File: src/design/gbfs_pkg.sv
// Package for the grid breadth-first path finder: request/result structs,
// controller command/status structs and grid constants. No dependencies.
`default_nettype none
package gbfs_pkg;
	localparam int GRID_SIZE = 16;
	localparam int CW = 4;
	localparam int CELL_COUNT = GRID_SIZE * GRID_SIZE;
	localparam int IW = 2 * CW;
	localparam int PATH_MAX = 15;
	localparam int PW = 4;

	typedef struct packed {
		logic [3:0] start_x;
		logic [3:0] start_y;
		logic [3:0] end_x;
		logic [3:0] end_y;
	} req_t;

	typedef struct packed {
		logic [3:0] cell_x;
		logic [3:0] cell_y;
		logic [2:0] came_from;
		logic       last;
	} rsp_t;

	typedef struct packed {
		logic load;
		logic deq;
		logic step;
		logic walk_init;
		logic walk;
		logic emit;
		logic out_load;
	} cmd_t;

	typedef struct packed {
		logic same;
		logic q_empty;
		logic found;
		logic last_dir;
		logic walk_done;
		logic emit_done;
	} sts_t;
endpackage
`default_nettype wire

File: src/design/grid_bfs_path_finder_unit.sv
// Grid breadth-first path finder on a 16x16 8-connected grid. One request
// at a time: the search dequeues each cell and tries its neighbors in turn,
// then walks back from the end cell to build the path, then emits one result
// per path cell. A request with start equal to end gives no result.
// Depends on gbfs_pkg, gbfs_ctrl, gbfs_datapath, gbfs_ram.
`default_nettype none
module grid_bfs_path_finder_unit import gbfs_pkg::*; (
	input  wire logic clk,
	input  wire logic arst_n,
	input  wire logic in_valid,
	output logic      in_ready,
	input  wire req_t in_data,
	output logic      out_valid,
	input  wire logic out_ready,
	output rsp_t      out_data
);
	cmd_t cmd;
	sts_t sts;

	gbfs_ctrl u_ctrl (
		.clk(clk), .arst_n(arst_n), .in_valid(in_valid), .in_ready(in_ready),
		.out_valid(out_valid), .out_ready(out_ready), .sts(sts), .cmd(cmd));

	gbfs_datapath u_dp (
		.clk(clk), .arst_n(arst_n), .req(in_data), .cmd(cmd), .sts(sts),
		.rsp(out_data));

	a_one_cmd: assert property (@(posedge clk) disable iff (!arst_n)
		$countones({cmd.load, cmd.deq, cmd.step, cmd.walk, cmd.out_load}) <= 1)
		else $error("multiple datapath commands");
	a_out_hold: assert property (@(posedge clk) disable iff (!arst_n)
		out_valid && !out_ready |=> out_valid && $stable(out_data))
		else $error("result dropped");
	a_no_accept_busy: assert property (@(posedge clk) disable iff (!arst_n)
		cmd.step |-> !in_ready)
		else $error("request accepted during search");
endmodule
`default_nettype wire

File: src/design/gbfs_ram.sv
// Generic single-write, single-read RAM with registered read data.
// No dependencies.
`default_nettype none
module gbfs_ram #(
	parameter int WIDTH = 8,
	parameter int DEPTH = 256
) (
	input  wire logic                     clk,
	input  wire logic                     we,
	input  wire logic [$clog2(DEPTH)-1:0] waddr,
	input  wire logic [WIDTH-1:0]         wdata,
	input  wire logic [$clog2(DEPTH)-1:0] raddr,
	output logic [WIDTH-1:0]              rdata
);
	logic [WIDTH-1:0] mem [DEPTH];
	always_ff @(posedge clk) begin
		if (we) mem[waddr] <= wdata;
		rdata <= mem[raddr];
	end
endmodule
`default_nettype wire

File: src/design/gbfs_datapath.sv
// Datapath: visited bits, queue and parent-direction RAMs, neighbor step,
// walk back and path stack. Depends on gbfs_pkg and gbfs_ram.
`default_nettype none
module gbfs_datapath import gbfs_pkg::*; (
	input  wire logic clk,
	input  wire logic arst_n,
	input  wire req_t req,
	input  wire cmd_t cmd,
	output sts_t      sts,
	output rsp_t      rsp
);
	function automatic logic [CW-1:0] clampc(input logic [3:0] v);
		if (32'(v) >= GRID_SIZE) return CW'(GRID_SIZE - 1);
		return CW'(v);
	endfunction

	logic [CELL_COUNT-1:0] vis_q;
	logic [CW-1:0] dx_q, dy_q, cx_q, cy_q, wx_q, wy_q;
	logic [IW-1:0] src_q;
	logic [8:0] head_q, tail_q;
	logic [2:0] d_q;
	logic found_q, walk_done_q;
	logic [IW-1:0] stack_q [PATH_MAX];
	logic [PW-1:0] cnt_q, k_q;
	logic [IW-1:0] ecell_q;

	// neighbor for direction d_q
	logic [CW:0] nx, ny;
	logic inb, take;
	logic [IW-1:0] n;
	always_comb begin
		nx = {1'b0, cx_q};
		ny = {1'b0, cy_q};
		case (d_q)
			3'd0: begin nx = nx - 1'b1; ny = ny - 1'b1; end
			3'd1: ny = ny - 1'b1;
			3'd2: begin nx = nx + 1'b1; ny = ny - 1'b1; end
			3'd3: nx = nx - 1'b1;
			3'd4: nx = nx + 1'b1;
			3'd5: begin nx = nx - 1'b1; ny = ny + 1'b1; end
			3'd6: ny = ny + 1'b1;
			default: begin nx = nx + 1'b1; ny = ny + 1'b1; end
		endcase
		inb = (32'(nx) < GRID_SIZE) && (32'(ny) < GRID_SIZE);
		n = {ny[CW-1:0], nx[CW-1:0]};
		take = cmd.step && inb && !vis_q[n];
	end

	// queue RAM: read at head, write at tail
	logic [IW-1:0] src_in, dst_in;
	assign src_in = {clampc(req.start_y), clampc(req.start_x)};
	assign dst_in = {clampc(req.end_y), clampc(req.end_x)};
	logic q_we;
	logic [IW-1:0] q_wd, q_rd;
	assign q_we = cmd.load || (take && tail_q < 9'(CELL_COUNT));
	assign q_wd = cmd.load ? src_in : n;

	gbfs_ram #(.WIDTH(IW), .DEPTH(CELL_COUNT)) u_queue (
		.clk(clk), .we(q_we), .waddr(cmd.load ? '0 : tail_q[IW-1:0]),
		.wdata(q_wd), .raddr(head_q[IW-1:0]), .rdata(q_rd));

	// parent RAM: read at walk cell or emit cell
	logic [2:0] p_rd;
	logic [IW-1:0] p_ra, wcell, ecell;
	assign wcell = {wy_q, wx_q};
	assign ecell = stack_q[cnt_q - k_q - 1'b1];
	assign p_ra = cmd.emit ? ecell : wcell;
	gbfs_ram #(.WIDTH(3), .DEPTH(CELL_COUNT)) u_parent (
		.clk(clk), .we(take), .waddr(n), .wdata(3'd7 - d_q),
		.raddr(p_ra), .rdata(p_rd));

	// walk: p_rd holds parent dir of wcell (read in the previous cycle)
	logic [CW:0] px, py;
	always_comb begin
		px = {1'b0, wx_q};
		py = {1'b0, wy_q};
		case (p_rd)
			3'd0: begin px = px - 1'b1; py = py - 1'b1; end
			3'd1: py = py - 1'b1;
			3'd2: begin px = px + 1'b1; py = py - 1'b1; end
			3'd3: px = px - 1'b1;
			3'd4: px = px + 1'b1;
			3'd5: begin px = px - 1'b1; py = py + 1'b1; end
			3'd6: py = py + 1'b1;
			default: begin px = px + 1'b1; py = py + 1'b1; end
		endcase
	end

	always_ff @(posedge clk or negedge arst_n) begin
		if (!arst_n) begin
			vis_q <= '0;
			head_q <= '0;
			tail_q <= '0;
			d_q <= '0;
			found_q <= 1'b0;
			walk_done_q <= 1'b0;
			cnt_q <= '0;
			k_q <= '0;
		end else begin
			if (cmd.load) begin
				vis_q <= CELL_COUNT'(1) << src_in;
				head_q <= '0;
				tail_q <= 9'd1;
				found_q <= 1'b0;
				src_q <= src_in;
				{dy_q, dx_q} <= dst_in;
			end
			if (cmd.deq) begin
				{cy_q, cx_q} <= q_rd;
				head_q <= head_q + 1'b1;
				d_q <= '0;
			end
			if (cmd.step) begin
				d_q <= d_q + 1'b1;
				if (take) begin
					vis_q[n] <= 1'b1;
					if (tail_q < 9'(CELL_COUNT)) tail_q <= tail_q + 1'b1;
					if (n == {dy_q, dx_q}) found_q <= 1'b1;
				end
			end
			if (cmd.walk_init) begin
				wx_q <= dx_q;
				wy_q <= dy_q;
				cnt_q <= '0;
				walk_done_q <= 1'b0;
				k_q <= '0;
			end
			if (cmd.walk) begin
				stack_q[cnt_q] <= wcell;
				cnt_q <= cnt_q + 1'b1;
				if (32'(px) >= GRID_SIZE || 32'(py) >= GRID_SIZE
				    || {py[CW-1:0], px[CW-1:0]} == src_q
				    || cnt_q == PW'(PATH_MAX - 1))
					walk_done_q <= 1'b1;
				wx_q <= px[CW-1:0];
				wy_q <= py[CW-1:0];
			end
			if (cmd.out_load) k_q <= k_q + 1'b1;
		end
	end

	always_ff @(posedge clk) begin
		if (cmd.out_load) begin
			rsp.cell_x <= 4'(ecell_q[CW-1:0]);
			rsp.cell_y <= 4'(ecell_q[IW-1:CW]);
			rsp.came_from <= p_rd;
			rsp.last <= (k_q == cnt_q - 1'b1);
		end
		if (cmd.emit) ecell_q <= ecell;
	end

	assign sts.same = (src_in == dst_in);
	assign sts.q_empty = (head_q == tail_q);
	assign sts.found = found_q;
	assign sts.last_dir = (d_q == 3'd7) || (take && n == {dy_q, dx_q});
	assign sts.walk_done = walk_done_q;
	assign sts.emit_done = (k_q == cnt_q);
endmodule
`default_nettype wire

File: src/design/gbfs_ctrl.sv
// Controller state machine: sequences search, walk back and result output.
// Depends on gbfs_pkg.
`default_nettype none
module gbfs_ctrl import gbfs_pkg::*; (
	input  wire logic clk,
	input  wire logic arst_n,
	input  wire logic in_valid,
	output logic      in_ready,
	output logic      out_valid,
	input  wire logic out_ready,
	input  wire sts_t sts,
	output cmd_t      cmd
);
	typedef enum logic [7:0] {
		S_IDLE  = 8'b00000001,
		S_RDQ   = 8'b00000010,
		S_DEQ   = 8'b00000100,
		S_STEP  = 8'b00001000,
		S_WRD   = 8'b00010000,
		S_WALK  = 8'b00100000,
		S_ERD   = 8'b01000000,
		S_OUT   = 8'b10000000
	} state_t;
	state_t st_q, st_d;
	logic ov_q, ov_d;

	assign in_ready = (st_q == S_IDLE) && !ov_q;
	assign out_valid = ov_q;

	always_comb begin
		st_d = st_q;
		ov_d = ov_q;
		cmd = '0;
		if (ov_q && out_ready) ov_d = 1'b0;
		case (st_q)
			S_IDLE: begin
				if (in_valid && in_ready && !sts.same) begin
					cmd.load = 1'b1;
					st_d = S_RDQ;
				end
			end
			S_RDQ: begin
				if (sts.found) begin
					cmd.walk_init = 1'b1;
					st_d = S_WRD;
				end else if (sts.q_empty) st_d = S_IDLE;
				else st_d = S_DEQ;
			end
			S_DEQ: begin
				cmd.deq = 1'b1;
				st_d = S_STEP;
			end
			S_STEP: begin
				cmd.step = 1'b1;
				if (sts.last_dir) st_d = S_RDQ;
			end
			S_WRD: st_d = S_WALK;
			S_WALK: begin
				if (sts.walk_done) st_d = S_ERD;
				else begin
					cmd.walk = 1'b1;
					st_d = S_WRD;
				end
			end
			S_ERD: begin
				if (sts.emit_done) st_d = S_IDLE;
				else if (!ov_q || out_ready) begin
					cmd.emit = 1'b1;
					st_d = S_OUT;
				end
			end
			S_OUT: begin
				cmd.out_load = 1'b1;
				ov_d = 1'b1;
				st_d = S_ERD;
			end
			default: st_d = S_IDLE;
		endcase
	end

	always_ff @(posedge clk or negedge arst_n) begin
		if (!arst_n) begin
			st_q <= S_IDLE;
			ov_q <= 1'b0;
		end else begin
			st_q <= st_d;
			ov_q <= ov_d;
		end
	end
endmodule
`default_nettype wire
File: config.mk
export PLATFORM = sky130hd
export DESIGN_NAME = grid_bfs_path_finder_unit
export DESIGN_NICKNAME = d
export VERILOG_FILES = /design/src/design/gbfs_pkg.sv /design/src/design/grid_bfs_path_finder_unit.sv /design/src/design/gbfs_ram.sv /design/src/design/gbfs_datapath.sv /design/src/design/gbfs_ctrl.sv
export SDC_FILE = /design/constraint.sdc
export NUM_CORES = 2
export LEC_CHECK = 0
export BUFFER_PORTS_ARGS = -buffer_cell sky130_fd_sc_hd__buf_2
export CORE_MARGIN = 3
export CORE_UTILIZATION = 37
export CTS_CLUSTER_SIZE = 30
export DETAILED_ROUTE_END_ITERATION = 16
export PLACE_DENSITY = 0.56
export SLEW_MARGIN = 20
export SYNTH_ARGS = -nofsm -noshare
export SYNTH_HDL_FRONTEND = slang
export SYNTH_SLANG_ARGS = --single-unit
File: constraint.sdc
create_clock -name clk -period 32.1 [get_ports clk]
set_input_delay 3.21 -clock clk [delete_from_list [all_inputs] [get_ports clk]]
set_output_delay 3.21 -clock clk [all_outputs]
set_load 0.05 [all_outputs]
# Word-level counts from Yosys, hierarchy flattened
# Memory sizes are Yosys's and may differ from the RTL's. A register that Yosys moved wholly into a read port is not among the register bits.
# Cells that the tools add are included.
# W data, S select, Z words.
# word_totals
mem_bits_ro	0
ram_bits	2936
output_inout_bits	14
mem_count	3
input_bits	20
wordCells	185
latchBits	0
reg_bits	348
# op_classes
muxes	64
n_lt_le_gt_ge	7
mul	0
addsub	17
reduce_logical	39
n_shift	1
n_eq_ne	31
bitwise	1
n_div	0
# mem_list
name	words	word_bits	rd	rd_clocked_by_memory_dff	write_ports	line_no	rtl
u_dp.u_queue.mem	256	8	1	1	1	gbfs_ram.sv:15	logic [WIDTH-1:0] mem [DEPTH];
u_dp.u_parent.mem	256	3	1	1	1	gbfs_ram.sv:15	
u_dp.stack_q	15	8	1	0	1	gbfs_datapath.sv:23	logic [IW-1:0] stack_q [PATH_MAX];
# ops
operator	n
$mux W256	3
$or A256 B256 Y256	1
$shl A1 B8 Y256 const A	1
$pmux W8 S8	1
$mux W8	7
$mux W9	6
$pmux W5 S2	4
$mux W1	29
$mux W4	7
$eq A8 B8 Y1	3
$eq A3 B3 Y1 const B	7
$add A4 B1 Y5 const B	4
$sub A4 B1 Y5 const B	4
$add A9 B1 Y9 const B	2
$eq A3 B2 Y1 const B	4
$reduce_or A3 Y1	4
$logic_and A1 B1 Y1	11
$ge A5 B5 Y1 const B	2
$lt A5 B5 Y1 const B	2
$reduce_bool A2 Y1	5
$eq A9 B9 Y1	1
$lt A8 B9 Y1 const B	1
$lt A9 B9 Y1 const B	1
$mux W3	3
other kinds (29)	47

# Longest topological paths before layout
# logic_depth
ltp_word	11
mapped_depth	21
depth_no_buf	17

# Cells and area by module
# Synthesis repeated with hierarchy kept, for this count alone.
# unflattened
cells_unflattened	7658
area_unflattened_um2	137368.0
# modules_own_cells
module	n_inst	area_per_inst_um2	cells_each
gbfs_ram at u_dp.u_queue	1	79556.3	3733
gbfs_ram at u_dp.u_parent	1	31038.5	1713
gbfs_datapath	1	26183.9	2156
gbfs_ctrl	1	589.3	56

# Least setup slack after synthesis
# Ideal clock, no wire load.
# synth_path
path_kind	register to register
start	register u_dp.d_q[1]
end	memory u_dp.u_queue.mem[0][5], data pin
path_stages_with_launch	10
synth_period_minus_slack_ps	17096
t_arrival_ps	14907
setup_slack_ps	15004
cell_sequence	dfrtp_1 inv_1 ha_1 nor3_1 nor2_1 inv_1 fa_1 nor2_1 a21oi_1 o21ai_0
# synth_between
elab_chain_len	4
# synth_rtl
element	line_no	rtl
start: declaration	gbfs_datapath.sv:21	logic [2:0] d_q;
start signal: assignment	gbfs_datapath.sv:114	d_q <= d_q + 1'b1;
$eq A3 B1 Y1, or another cell as far along	gbfs_datapath.sv:34	case (d_q)
$reduce_or A3 Y1 (no source line) or $reduce_or A2 Y1 (tied branches)	-	
$pmux W5 S2 (*)	gbfs_datapath.sv:34	
$mux W8 (*)	gbfs_datapath.sv:56	assign q_wd = cmd.load ? src_in : n;
net u_dp.q_wd[5]	gbfs_datapath.sv:54	logic [IW-1:0] q_wd, q_rd;
end: declaration	gbfs_ram.sv:15	
# The timed path passes the listed nets; every way through them passes the cells marked *.

# Worst setup path in the final report
# layout_path
start	register u_dp.d_q[1]
end	memory u_dp.u_queue.mem[172][0], enable pin
# layout_between
elab_chain_len	11
# layout_rtl
element	line_no	rtl
$eq A3 B2 Y1, or another cell as far along	gbfs_datapath.sv:34	
$reduce_or A3 Y1 (no source line) or $reduce_or A2 Y1 (tied branches)	-	
$pmux W5 S2	gbfs_datapath.sv:34	
$bmux W1 S8 or $lt A5 B5 Y1 (tied branches)	gbfs_datapath.sv:46, gbfs_datapath.sv:44	
$mux W1 (implied by the code) or $logic_and A1 B1 Y1 (tied branches)	gbfs_datapath.sv:46, gbfs_datapath.sv:44	
$logic_not A1 Y1 or $logic_and A1 B1 Y1 (tied branches)	gbfs_datapath.sv:46	take = cmd.step && inb && !vis_q[n];
$logic_and A1 B1 Y1 (*)	gbfs_datapath.sv:46	
$logic_and A1 B1 Y1 (*)	gbfs_datapath.sv:55	assign q_we = cmd.load || (take && tail_q < 9'(CELL_COUNT));
$logic_or A1 B1 Y1 (*)	gbfs_datapath.sv:55	
$mux W1 (*)	gbfs_ram.sv:17	if (we) mem[waddr] <= wdata;
$mux W1 (implied by the code) (*)	gbfs_ram.sv:17	
# Mark *: on every way between the ends. The rest lies on a longest branch, timed or not. The select of a mux whose other input is x is not followed.

==> impl_metrics.ini <==
[run_status]
status = finished clean

[sta]
fmaxAchievable_mhz = 123
finalMaxSlewViolations = 0
tightest_slew_ps = 1220
tns_ps = 0
setup_viol = 0
final.min_clock_period_ps = 8140
finalClockSkew_ps = 106
rsz0062_at_grt = false
period_share_pct = 25.4
slew-limit-headroom_pct = 18.8
fin_ws_ps = 23960
hold_viol_final = 0

[cts]
numClockSinks = 3295
clk_root_buffer_cell = clkbuf_16
cts_buffers = 345
cts_resized = 0
clk_latency_ps = 950
cts_setup_buffers = 0
cts_max_level = 5
cts_tree = yes
hold_buffers = 0
path_clk_slew_ps = 60
cts.path.max_buffers = 4

[synth]
yosysWarnings = 0
synth_seq_cells = 3295
async_flop_share_pct = 8.98
ys.flop_type = edfxtp_1
syn-mean-instance-area_um2 = 17.3
synthCells = 7720
synth-edff-count = 2988
ys_seq_area_share_pct = 72.8
synthesis.area_mm2 = 0.134
syn_nets = 7776
synth_cell_types = 76

[drt]
first_pass_iters = 8
drt-initial-drc-count = 8263
num_vias = 73200
routed_wl_mm = 362
postRouteAntennaNets = 0
drcViolationCount = 0
via_per_inst = 5.71
routed-wl-met3_mm = 24.3
wl_met2_mm = 172
wl_per_cell_um = 28.3
maxUsedRoutingLayer = met5
m1WireLength_mm = 152

[layout]
final_util_pct = 42.2
area_delta_synth_final_pct = 13.5
layout.nets = 7824
final_area_mm2 = 0.152
layout-drive-gt1-share_pct = 20.1
nFillCells = 31700
regArea_mm2 = 0.0974
multi_input_area_mm2 = 0.0343

[pwr]
p_seq_share_pct = 47.3
power_uw = 11300
vdd_drop_max_mv = 0.0750
p_switching_uw = 3160
powerDensity_mw_per_mm2 = 74.2
power.leakage_uw = 0.0485
intPower_uw = 8100
clkPwrFrac_pct = 36.3
combPwrFrac_pct = 16.4
swShare_pct = 28.1

[placement]
dpl.hpwl_mm = 212
place_congestion = 0.866
post_dp_cell_area_mm2 = 0.140
place_ws_ps = 23260
port_buffers = 33

[setup_path]
arrival_ps = 8680
reg2regPathDepth = 17
path_class = flip-flop to flip-flop
cp.required_ps = 32640
end_kind = flip-flop
r2r_start = u_dp.d_q[1]$_DFFE_PN0P_
timing.rr.end = u_dp.u_queue.mem[172][0]$_DFFE_PP_
endpoint = u_dp.u_queue.mem[172][0]$_DFFE_PP_
crit_top_cell = buf_4
cp_max_fo = 96
startpoint_type = flip-flop
slowest_stage = buf_4
startpoint = u_dp.d_q[1]$_DFFE_PN0P_
max_stage_delay_ps = 750
crit_chain = inv_6, ha_1, or3_1, o21ai_0, fa_1, a21oi_4, buf_4, buf_4, a311oi_1, a311oi_1, o21ai_0, and4b_1, nor4_4, buf_4, nand4_1, buf_4, nor2_1
r2r_setup_slack_ps = 23960

[run]
maxCapViolations = 0

[floorplanning]
fp-row-count = 220
coreArea_mm2 = 0.359
initial_utilization_pct = 37.2
io_pins = 34
die_h_um = 607
die_area_mm2 = 0.369
die_w_um = 607

[global_routing]
grt_start_max_net_pins = 204
grt_pass1_vias = 73800
overflow = 0
grt.total_usage_pct = 19.4
grt_pass1_wl_mm = 527
grt_antenna_before_repair = 16

[hold_path]
min_path_type = flip-flop to flip-flop
==> kinds of logic after synthesis <==
logic type	count (synthesis)	share of synthesized area, %
muxes	927	13.8
AOI/OAI and AO/OA	1035	5.10
adders and majority gates	36	0.365
xor gates and xnor gates	62	0.406
buffers and inverters	609	1.84
and+or+nand+nor	1756	5.66
DFF	3295	72.8
==> sequential cells by signal, indices dropped and copies added (netlist names) <==
register,count
u_dp.wy_q,4
u_dp.wx_q,4
u_dp.u_queue.mem,2048
u_dp.u_parent.rdata,3
u_dp.ecell_q,8
u_dp.vis_q,256
u_dp.u_queue.rdata,8
u_dp.cy_q,4
u_dp.rsp,12
u_dp.d_q,3
u_dp.dy_q,4
u_dp.head_q,9
u_dp.cx_q,4
u_dp.tail_q,9
u_dp.k_q,4
u_dp.dx_q,4
u_dp.found_q,1
u_dp.u_parent.mem,768
u_dp.stack_q,120
u_dp.src_q,8
u_dp.walk_done_q,1
u_ctrl.out_valid,1
u_dp.cnt_q,4
u_ctrl.st_q,8
==> synthesized netlist by cell type, types with 19 or more instances <==
cell / number / area (µm²)
a311oi_1: 25 / 219
xor2_1: 23 / 201
a221oi_1: 19 / 166
xnor2_1: 39 / 342
nor2_1: 550 / 2060
a31oi_1: 49 / 307
buf_2: 84 / 420
o211ai_1: 24 / 180
dfrtp_1: 295 / 7380
mux2i_1: 182 / 1820
mux4_2: 730 / 16400
buf_1: 80 / 300
ha_1: 31 / 388
nand2_1: 689 / 2590
and2_1: 42 / 263
edfxtp_1: 2988 / 89700
nand4_1: 30 / 188
o21ai_0: 274 / 1370
a32oi_1: 36 / 315
a21oi_1: 129 / 646
a211oi_1: 42 / 315
a22oi_1: 288 / 2160
nand3_1: 224 / 1120
nor2b_1: 20 / 125
nor3_1: 95 / 475
clkbuf_1: 388 / 1460
nand2b_1: 20 / 125
inv_1: 36 / 135
o21ai_1: 34 / 170
==> power groups by stage <==
stage          registers (µW)  clock network, µW  logic (µW)
6_report                 5330               4090        1850
5_1_grt                  5330               4340        1960
4_1_cts                  5330               4160        1850
3_5_place_dp             5420                  0        1860
3_3_place_gp             5420                  0        1820
2_1_floorplan            5630                  0         953
==> layout make-up <==
class,count,area share (%)
Clock buffer,411,5.95
Timing Repair Buffer,272,1.46
Antenna cell,3,0.00495
Tap cell,4773,3.94
Sequential cell,3295,64.2
Clock inverter,213,1.71
Inverter,38,0.104
Multi-Input combinational cell,3816,22.6
==> critical path, delay by kind of cell, from the launching register on <==
kind                       cells  cell delay, ps
buffers and inverters          5            2890
DFF                            1             460
AOI/OAI and AO/OA              5            1040
and+or+nand+nor                5            2440
adders and majority gates      2             880
==> layout by cell type (no fill, tap or decap), types with 41 or more instances in the layout <==
| master | instances |
|---|---|
| mux2i_1 | 180 |
| nand3_1 | 217 |
| o21ai_0 | 273 |
| clkinv_2 | 59 |
| and2_1 | 41 |
| dfrtp_1 | 289 |
| a22oi_1 | 288 |
| edfxtp_1 | 2988 |
| a211oi_1 | 42 |
| buf_4 | 218 |
| clkbuf_1 | 56 |
| a31oi_1 | 48 |
| a21oi_1 | 123 |
| nor3_1 | 84 |
| clkinv_1 | 60 |
| clkbuf_16 | 349 |
| bufinv_16 | 46 |
| mux4_2 | 730 |
| nand2_1 | 670 |
| nor2_1 | 541 |
==> worst min-delay path by stage <==
| stage | startpoint | endpoint | slack [ps] | cells after the start |
|---|---|---|---|---|
| after detailed placement | u_dp.u_queue.rdata[0]$_DFF_P_ | u_dp.cx_q[0]$_DFFE_PP_ | 390 | 0 |
| after floorplan | u_dp.u_queue.rdata[0]$_DFF_P_ | u_dp.cx_q[0]$_DFFE_PP_ | 390 | 0 |
| after global routing | u_dp.u_queue.rdata[0]$_DFF_P_ | u_dp.cx_q[0]$_DFFE_PP_ | 420 | 0 |
| final | u_dp.u_queue.rdata[0]$_DFF_P_ | u_dp.cx_q[0]$_DFFE_PP_ | 400 | 0 |
| after global placement | u_dp.u_queue.rdata[0]$_DFF_P_ | u_dp.cx_q[0]$_DFFE_PP_ | 400 | 0 |
| after CTS | u_dp.u_queue.rdata[0]$_DFF_P_ | u_dp.cx_q[0]$_DFFE_PP_ | 410 | 0 |
==> through the flow <==
step / cells / hold WS (ps)
floorplan: 7720 / 386
global placement: 12200 / 398
detailed placement: 12200 / 392
CTS: 12800 / 405
global route: 12800 / 418
finish: 12800 / 404
==> metal layers <==
| layer | global-route usage, % | vias to the layer above |
|---|---|---|
| met5 | 0 | - |
| met4 | 7.08 | 6 |
| met3 | 2.70 | 665 |
| met2 | 30.8 | 3053 |
| met1 | 27.2 | 38700 |
| li1 | - | 30800 |
No activity file was read; power rests on OpenSTA's default activity.
